`src/design/rce_pkg.sv`:
```
// ----------------------------------------------------------------------------
// Range coder encoder package
// Shared constants and the request struct passed from front to back.
// ----------------------------------------------------------------------------
`default_nettype none
package rce_pkg;
    localparam int FREQ_BITS_DEF = 16;
    localparam int FREQ_W        = 16;
    localparam int BOUND_W       = 32;
    localparam logic [BOUND_W-1:0] ALL_ONES  = 32'hFFFF_FFFF;
    localparam logic [BOUND_W-1:0] TOP_LIMIT = 32'h0100_0000;
    localparam logic [7:0]         BYTE_MASK = 8'hFF;
    localparam int QDEPTH        = 2;

    typedef enum logic {
        MODE_ENCODE = 1'b0,
        MODE_FINISH = 1'b1
    } t_mode;

    typedef struct packed {
        t_mode             mode;
        logic [FREQ_W-1:0] cum_low;
        logic [FREQ_W-1:0] cum_top;
        logic [FREQ_W-1:0] total;
    } t_req;
endpackage
`default_nettype wire

```
`src/design/rce_front.sv`:
```
// ----------------------------------------------------------------------------
// Range coder front end
// Accepts requests, masks frequencies, drops zero-total encodes and queues.
// ----------------------------------------------------------------------------
`default_nettype none
module rce_front #(
    parameter int FREQ_BITS = rce_pkg::FREQ_BITS_DEF
) (
    input  wire                  i_clk,
    input  wire                  i_rst_n,
    input  wire                  i_valid,
    output logic                 o_stall,
    input  wire                  i_mode,
    input  wire [15:0]           i_cum_low,
    input  wire [15:0]           i_cum_top,
    input  wire [15:0]           i_total,
    output logic                 o_q_valid,
    output rce_pkg::t_req        o_q_req,
    input  wire                  i_q_pop
);
    import rce_pkg::*;

    localparam logic [FREQ_W-1:0] FMASK =
        (FREQ_BITS >= FREQ_W) ? {FREQ_W{1'b1}} : FREQ_W'((1 << FREQ_BITS) - 1);

    t_req        r_q [QDEPTH];
    logic        r_wp, r_rp;
    logic [1:0]  r_cnt;
    t_req        w_req;
    logic        w_push, w_acc;

    always_comb begin
        w_req.mode     = t_mode'(i_mode);
        w_req.cum_low  = i_cum_low & FMASK;
        w_req.cum_top  = i_cum_top & FMASK;
        w_req.total    = i_total & FMASK;
    end

    assign o_stall   = (r_cnt == 2'(QDEPTH));
    assign w_acc     = i_valid && !o_stall;
    // Encode requests with zero total have no effect and never enter the queue.
    assign w_push    = w_acc && (w_req.mode == MODE_FINISH || w_req.total != '0);
    assign o_q_valid = (r_cnt != 2'd0);
    assign o_q_req   = r_q[r_rp];

    always_ff @(posedge i_clk) begin
        if (!i_rst_n) begin
            r_wp  <= 1'b0;
            r_rp  <= 1'b0;
            r_cnt <= 2'd0;
        end else begin
            if (w_push) begin
                r_wp <= ~r_wp;
            end
            if (i_q_pop) begin
                r_rp <= ~r_rp;
            end
            r_cnt <= r_cnt + 2'(w_push) - 2'(i_q_pop);
        end
        if (w_push) begin
            r_q[r_wp] <= w_req;
        end
    end
endmodule
`default_nettype wire

```
`src/design/rce_div.sv`:
```
// ----------------------------------------------------------------------------
// Range coder divider
// Restoring divider, one quotient bit per cycle, 49-bit dividend by 16 bits.
// ----------------------------------------------------------------------------
`default_nettype none
module rce_div (
    input  wire         i_clk,
    input  wire         i_rst_n,
    input  wire         i_start,
    input  wire  [48:0] i_dividend,
    input  wire  [15:0] i_divisor,
    output logic        o_done,
    output logic [31:0] o_quot
);
    import rce_pkg::*;

    logic [48:0] r_q;
    logic [16:0] r_rem;
    logic [15:0] r_d;
    logic [5:0]  r_cnt;
    logic        r_busy;
    logic [17:0] w_trial;
    logic [16:0] w_sh;

    assign w_sh    = {r_rem[15:0], r_q[48]};
    assign w_trial = {1'b0, w_sh} - {2'b0, r_d};
    assign o_quot  = r_q[31:0];

    always_ff @(posedge i_clk) begin
        if (!i_rst_n) begin
            r_busy <= 1'b0;
            o_done <= 1'b0;
            r_cnt  <= '0;
        end else begin
            o_done <= 1'b0;
            if (i_start) begin
                r_busy <= 1'b1;
                r_cnt  <= 6'd49;
            end else if (r_busy) begin
                r_cnt <= r_cnt - 6'd1;
                if (r_cnt == 6'd1) begin
                    r_busy <= 1'b0;
                    o_done <= 1'b1;
                end
            end
        end
        if (i_start) begin
            r_q   <= i_dividend;
            r_rem <= '0;
            r_d   <= i_divisor;
        end else if (r_busy) begin
            if (!w_trial[17]) begin
                r_rem <= w_trial[16:0];
                r_q   <= {r_q[47:0], 1'b1};
            end else begin
                r_rem <= w_sh;
                r_q   <= {r_q[47:0], 1'b0};
            end
        end
    end
endmodule
`default_nettype wire

```
`src/design/rce_back.sv`:
```
// ----------------------------------------------------------------------------
// Range coder back end
// Narrows the bounds with two divisions per encode request, or flushes the low
// bound on a finish request, and emits bytes through a holding register.
// ----------------------------------------------------------------------------
`default_nettype none
module rce_back (
    input  wire               i_clk,
    input  wire               i_rst_n,
    input  wire               i_q_valid,
    input  wire rce_pkg::t_req i_q_req,
    output logic              o_q_pop,
    output logic              o_valid,
    input  wire               i_stall,
    output logic [7:0]        o_out_byte,
    output logic              o_last,
    output logic              o_idle
);
    import rce_pkg::*;

    typedef enum logic [2:0] {
        ST_IDLE, ST_MUL, ST_DIVH, ST_DIVL, ST_EMIT, ST_FLUSH
    } t_state;

    t_state       r_state;
    logic [31:0]  r_low, r_high, r_qh;
    logic [32:0]  r_range;
    logic [48:0]  r_prod;
    logic [2:0]   r_n;
    t_req         r_req;
    logic         r_start;
    logic         w_done;
    logic [31:0]  w_quot;
    logic         w_out_free;
    logic [15:0]  w_mul_f;

    assign w_out_free = !o_valid || !i_stall;
    assign o_q_pop    = (r_state == ST_IDLE) && i_q_valid;
    assign o_idle     = (r_state == ST_IDLE) && !o_valid;
    assign w_mul_f    = (r_state == ST_MUL) ? r_req.cum_top : r_req.cum_low;

    rce_div u_div (
        .i_clk      (i_clk),
        .i_rst_n    (i_rst_n),
        .i_start    (r_start),
        .i_dividend (r_prod),
        .i_divisor  (r_req.total),
        .o_done     (w_done),
        .o_quot     (w_quot)
    );

    always_ff @(posedge i_clk) begin
        if (!i_rst_n) begin
            r_state <= ST_IDLE;
            r_low   <= '0;
            r_high  <= ALL_ONES;
            o_valid <= 1'b0;
            r_start <= 1'b0;
            r_n     <= '0;
        end else begin
            r_start <= 1'b0;
            if (o_valid && !i_stall) begin
                o_valid <= 1'b0;
            end
            unique case (r_state)
                ST_IDLE: begin
                    if (i_q_valid) begin
                        r_req   <= i_q_req;
                        r_range <= {1'b0, r_high - r_low} + 33'd1;
                        r_n     <= '0;
                        r_state <= (i_q_req.mode == MODE_FINISH) ? ST_FLUSH : ST_MUL;
                    end
                end
                ST_MUL: begin
                    r_prod  <= r_range * w_mul_f;
                    r_start <= 1'b1;
                    r_state <= ST_DIVH;
                end
                ST_DIVH: begin
                    if (w_done) begin
                        r_qh    <= w_quot;
                        r_prod  <= r_range * w_mul_f;
                        r_start <= 1'b1;
                        r_state <= ST_DIVL;
                    end
                end
                ST_DIVL: begin
                    if (w_done) begin
                        r_high  <= r_low + r_qh - 32'd1;
                        r_low   <= r_low + w_quot;
                        r_state <= ST_EMIT;
                    end
                end
                ST_EMIT: begin
                    if ((r_low ^ r_high) >= TOP_LIMIT || r_n == 3'd4) begin
                        r_state <= ST_IDLE;
                    end else if (w_out_free) begin
                        o_valid    <= 1'b1;
                        o_out_byte <= r_high[31:24];
                        o_last     <= 1'b0;
                        r_low      <= {r_low[23:0], 8'h00};
                        r_high     <= {r_high[23:0], BYTE_MASK};
                        r_n        <= r_n + 3'd1;
                    end
                end
                ST_FLUSH: begin
                    if (w_out_free) begin
                        o_valid    <= 1'b1;
                        o_out_byte <= r_low[31:24];
                        o_last     <= (r_n == 3'd3);
                        r_n        <= r_n + 3'd1;
                        if (r_n == 3'd3) begin
                            r_low   <= '0;
                            r_high  <= ALL_ONES;
                            r_state <= ST_IDLE;
                        end else begin
                            r_low   <= {r_low[23:0], 8'h00};
                        end
                    end
                end
                default: r_state <= ST_IDLE;
            endcase
        end
    end
endmodule
`default_nettype wire

```
`src/design/range_coder_encoder.sv`:
```
// ----------------------------------------------------------------------------
// Range coder encoder
// An encode request narrows the bounds with two 49-step divisions on one shared
// divider before any byte it emits; a finish request flushes the low bound directly.
// The back end holds one request at a time, and a two-entry queue in front takes
// further requests meanwhile. Synchronous active-low reset sets the low bound
// to zero and the high bound to all ones.
// ----------------------------------------------------------------------------
`default_nettype none
module range_coder_encoder #(
    parameter int FREQ_BITS = rce_pkg::FREQ_BITS_DEF
) (
    input  wire         i_clk,
    input  wire         i_rst_n,
    input  wire         i_valid,
    output logic        o_stall,
    input  wire         i_mode,
    input  wire  [15:0] i_cum_low,
    input  wire  [15:0] i_cum_top,
    input  wire  [15:0] i_total,
    output logic        o_valid,
    input  wire         i_stall,
    output logic [7:0]  o_out_byte,
    output logic        o_last
);
    import rce_pkg::*;

    logic w_q_valid, w_q_pop, w_idle;
    t_req w_q_req;

    rce_front #(.FREQ_BITS(FREQ_BITS)) u_front (
        .i_clk      (i_clk),
        .i_rst_n    (i_rst_n),
        .i_valid    (i_valid),
        .o_stall    (o_stall),
        .i_mode     (i_mode),
        .i_cum_low  (i_cum_low),
        .i_cum_top  (i_cum_top),
        .i_total    (i_total),
        .o_q_valid  (w_q_valid),
        .o_q_req    (w_q_req),
        .i_q_pop    (w_q_pop)
    );

    rce_back u_back (
        .i_clk      (i_clk),
        .i_rst_n    (i_rst_n),
        .i_q_valid  (w_q_valid),
        .i_q_req    (w_q_req),
        .o_q_pop    (w_q_pop),
        .o_valid    (o_valid),
        .i_stall    (i_stall),
        .o_out_byte (o_out_byte),
        .o_last     (o_last),
        .o_idle     (w_idle)
    );

    a_pop_needs_entry: assert property (@(posedge i_clk) disable iff (!i_rst_n)
        w_q_pop |-> w_q_valid) else $error("queue popped while empty");
    a_out_hold: assert property (@(posedge i_clk) disable iff (!i_rst_n)
        o_valid && i_stall |=> o_valid && $stable(o_out_byte) && $stable(o_last))
        else $error("stalled result changed");
    a_idle_no_out: assert property (@(posedge i_clk) disable iff (!i_rst_n)
        w_idle |-> !o_valid) else $error("idle while result pending");
endmodule
`default_nettype wire

```
`config.mk`:
```
export PLATFORM = sky130hd
export DESIGN_NAME = range_coder_encoder
export DESIGN_NICKNAME = d
export VERILOG_FILES = /design/src/design/rce_pkg.sv /design/src/design/rce_front.sv /design/src/design/rce_div.sv /design/src/design/rce_back.sv /design/src/design/range_coder_encoder.sv
export SDC_FILE = /design/constraint.sdc
export NUM_CORES = 2
export LEC_CHECK = 0
export ABC_AREA = 1
export CAP_MARGIN = 20
export CORE_MARGIN = 2
export CORE_UTILIZATION = 40
export CTS_CLUSTER_DIAMETER = 40
export DETAILED_ROUTE_END_ITERATION = 6
export DONT_BUFFER_PORTS = 1
export RECOVER_POWER = 50
export SYNTH_ARGS = -nofsm -noshare
export SYNTH_HDL_FRONTEND = slang
export SYNTH_SLANG_ARGS = --single-unit
```
`constraint.sdc`:
```
create_clock -name i_clk -period 6.9 [get_ports i_clk]
set_input_delay 1.035 -clock i_clk [delete_from_list [all_inputs] [get_ports i_clk]]
set_output_delay 1.035 -clock i_clk [all_outputs]
set_load 0.01 [all_outputs]
```
==> results.txt <==
The standard cell core area was 0.102 mm^2; the data required time of the critical path was 7.31 ns. The starting density of the core came out at 40.5%. CTS built an H-tree with a depth of 3. After detailed routing, the average wire length per cell comes to 18.7 um. For the antenna diode count, the log shows 0. The classification of the worst setup path was reg -> reg. In the routed design, unresolved DRC markers number 0. The worst setup path is captured at a flip-flop.

Timing would allow up to 147 MHz. For the pin count of the biggest net entering global routing, the log shows 80. Final period utilization: 98.6%. For the number of antenna violations at the first check in global routing, the log shows 2.

The setup check on the worst reg-to-reg path leaves a slack of 0.1 ns. The synthesized design contains 435 register bits. Setup violations remaining at the end of the flow were counted as 0.

After the last flow step, the layout net total stands at 6,035. The via count of the first global-routing pass was 33.9k; the register area share after synthesis was 29.1%. Clock skew on the completed layout was measured at 0.0207 ns.

Of the cells placed in the final design, the portion with a size suffix greater than 1 is 11.4%. The first global-routing pass estimated 190,000 um of wire. Cell with the largest stage delay on the worst path: sky130_fd_sc_hd__fa_2. In this run the most critical hold path is launched from u_back.r_req[1]$_DFFE_PP_. For the number of standard cells after synthesis, the log shows 5,103.

For the worst setup path, the data arrival time is 7.21 ns. Counting cells, the worst reg-to-reg path comes to 32. The tools report the count of routing violations after the opening detailed-route iteration as 2,575. The die covers 0.106 mm^2.

The tightest min-delay check is of the reg -> reg type. Measured along the x axis, the die boundary spans 326 um. The path with the worst hold slack has its endpoint at u_back.u_div.r_d[1]$_DFFE_PP_. The setup TNS after final layout was 0 ns. The count of final hold-check violations is 0, and the largest stage delay on the critical path is 0.59 ns. At the pin with the least slew margin, the transition time is 3.58 ns. The total of warnings raised by yosys is 0. In this run the core area contains 117 standard-cell rows. Sorting the synthesized cells by area gives the leading types as sky130_fd_sc_hd__edfxtp_1 24%, sky130_fd_sc_hd__fa_1 21%, sky130_fd_sc_hd__nand2_1 12%. The synthesized netlist occupies a cell area of 0.0414 mm^2. In this run the worst path has a maximum fanout of 7. First-pass detailed-route iteration total: 6.

The post-synthesis net count is 5,860. In this run the critical register-to-register path is captured at u_back.r_prod[36]$_DFFE_PP_. The most numerous cell type found on the critical path is sky130_fd_sc_hd__fa_1. For this run, asynchronously set or reset flops after synthesis account for 0%.

The sum of overflow across all layers after global routing was 0; the number of port buffers was 0. The run gives -139% as the relative slew slack. The clock drives 435 sinks. sky130_fd_sc_hd__edfxtp_1 takes more of the synthesized area than any other cell.

The run gives 34.0k as the number of vias after detailed routing. The worst hold path passes through 0 cells. Compared with the post-synthesis result, the final layout area differs by 16.0%.

The insertion delay to the later sink of the worst-skew pair came out at 0.62 ns. The run gives 125,000 um as the total detailed-routing wirelength. For this run, the leading register cell type out of synthesis is sky130_fd_sc_hd__edfxtp_1. Clock-pin slew was measured on the worst setup and hold paths at 0.06 ns. Of the post-synthesis cell area, the dominant cell type holds 24.3%.

The run gives 0 as the number of antenna-violating nets in the routed design. The total half-perimeter wirelength after legalization and detailed placement is 98,200 um. The tools report the startpoint of the worst register-to-register path as u_back.r_state[0]$_SDFFE_PN0P_. The worst-case clock buffer depth was 3.

Counting the buffers created by CTS gives 71. The global placement routability congestion is 0.998, and the number of flops mapped to enable cells by yosys is 334. The die outline height works out to 326 um. The final reports fail on max-capacitance violations, max-slew violations. The synthesized area per cell works out to 8.10 um^2. The count of cell types in the netlist came out at 51. TritonCTS built the clock tree.

The tools report the area of placed instances as 0.0442 mm^2. The launching element type of the critical path is a flip-flop. Across every metal layer, demand over resource in global routing totals 23.1%.

The tools report the final cell area excluding filler cells as 0.0480 mm^2. The flow ran to the end, but the final reports show violations. The CTS root buffer is sky130_fd_sc_hd__clkbuf_16.

After detailed routing, the number of vias per cell comes to 5.07. The shortest clock period the worst path allows after layout was 6.80 ns; the number of slew-limit violations in the final report was 263. In this run the count of I/O pins placed on the die edge is 64.

Across the run, the number of max-cap violations was 5.
[worst max-delay path, delay by kind of cell, from the launching register on]
kind,cells,cell delay (ns)
fa+ha+maj,7,3.34
simple gates,10,1.17
buf+inv,12,1.13
flops,1,0.33
compound gates,2,0.31
xor+xnor,1,0.29
[cells in the final DEF (no fill, tap or decap), drive strengths merged, types with 15 or more instances in the layout]
cell type,instances
a21o,18
clkbuf,95
edfxtp,334
nand3,145
xnor2,39
dfxtp,101
a31oi,22
buf,222
a21oi,280
clkinv,28
fa,436
ha,268
nor2,528
or2,21
nand4,33
nor3,29
clkinvlp,15
inv,994
o21ai,213
xor2,63
nand2,1346
[per-stage QoR]
stage / setup WS [ns] / hold slack (ns) / utilization, % / cells
CTS: 0.0353 / 0.415 / 45.6 / 6665
detailed placement: -0.0398 / 0.405 / 43.3 / 6536
finish: 0.0993 / 0.414 / 47.0 / 6702
global placement: 0.00749 / 0.401 / 43.3 / 6536
floorplan: 0.444 / 0.400 / - / 5103
global route: -0.0535 / 0.415 / 47.0 / 6702
[synthesized netlist by cell type (29+ instances only)]
cell type	instances
sky130_fd_sc_hd__nand2_1	1319
sky130_fd_sc_hd__inv_1	962
sky130_fd_sc_hd__nor2_1	506
sky130_fd_sc_hd__fa_1	436
sky130_fd_sc_hd__edfxtp_1	334
sky130_fd_sc_hd__a21oi_1	280
sky130_fd_sc_hd__ha_1	268
sky130_fd_sc_hd__o21ai_0	193
sky130_fd_sc_hd__nand3_1	131
sky130_fd_sc_hd__dfxtp_1	101
sky130_fd_sc_hd__clkbuf_1	89
sky130_fd_sc_hd__xor2_1	63
sky130_fd_sc_hd__xnor2_1	39
sky130_fd_sc_hd__nand4_1	33
sky130_fd_sc_hd__nor3_1	29
[layout make-up]
class	instances	area [um^2]
clock inverter	49	542
tap	1368	1710
inverter	993	3760
fill	10100	54200
clock buffer	80	1840
sequential	435	12100
multi-input combinational	3540	25800
timing repair buffer	237	2220
[repair_timing]
action / 4_1_cts / 5_1_grt
hold buffers: 0 / 0
gates cloned: 0 / 9
gates resized for setup: 3 / 215
buffers inserted: 0 / 26
endpoints found under the setup margin: 3 / 30
pin swaps: 1 / 53
[cell families after synthesis]
group           after synthesis  synth area share (%)
compound gates              598                  7.95
xor+xnor                    102                  2.16
fa+ha+maj                   704                  29.2
buf+inv                    1128                  10.4
flops                       435                  29.1
simple gates               2136                  21.2
[flip-flops by register name (all words and copies together) (netlist names), 32 cells and up, named ones only]
| register | flops |
|---|---|
| u_back.r_low | 32 |
| u_back.u_div.r_q | 49 |
| u_back.r_req | 48 |
| u_front.r_q | 98 |
| u_back.r_prod | 49 |
| u_back.r_qh | 32 |
| u_back.r_range | 33 |
| u_back.r_high | 32 |
[routing by layer]
metal / wire [um] / up-vias / part of all wire [%] / GRT usage [%]
met4: 4440 / 0 / 3.5 / 7.82
li1: - / 16300 / - / -
met3: 8920 / 236 / 7.1 / 3.57
met5: 0 / - / 0 / 0
met1: 52700 / 16400 / 42 / 30.6
met2: 59200 / 1104 / 47 / 38.6
[how the worst max path moves through the flow]
stage / slack, ns / depth (start not counted) / start / to
floorplan: 0.44 / 31 / u_back.r_state[0]$_SDFFE_PN0P_ / u_back.r_prod[39]$_DFFE_PP_
global placement: 0.007 / 30 / u_back.r_state[0]$_SDFFE_PN0P_ / u_back.r_prod[46]$_DFFE_PP_
detailed placement: -0.04 / 30 / u_back.r_state[0]$_SDFFE_PN0P_ / u_back.r_prod[46]$_DFFE_PP_
CTS: 0.04 / 29 / u_back.r_state[0]$_SDFFE_PN0P_ / u_back.r_prod[33]$_DFFE_PP_
global route: -0.05 / 33 / u_back.r_state[0]$_SDFFE_PN0P_ / u_back.r_prod[44]$_DFFE_PP_
finish: 0.1 / 32 / u_back.r_state[0]$_SDFFE_PN0P_ / u_back.r_prod[36]$_DFFE_PP_
Power is not shown: default switching activity piles up to over one toggle a cycle in this logic, so the estimate is an artifact.
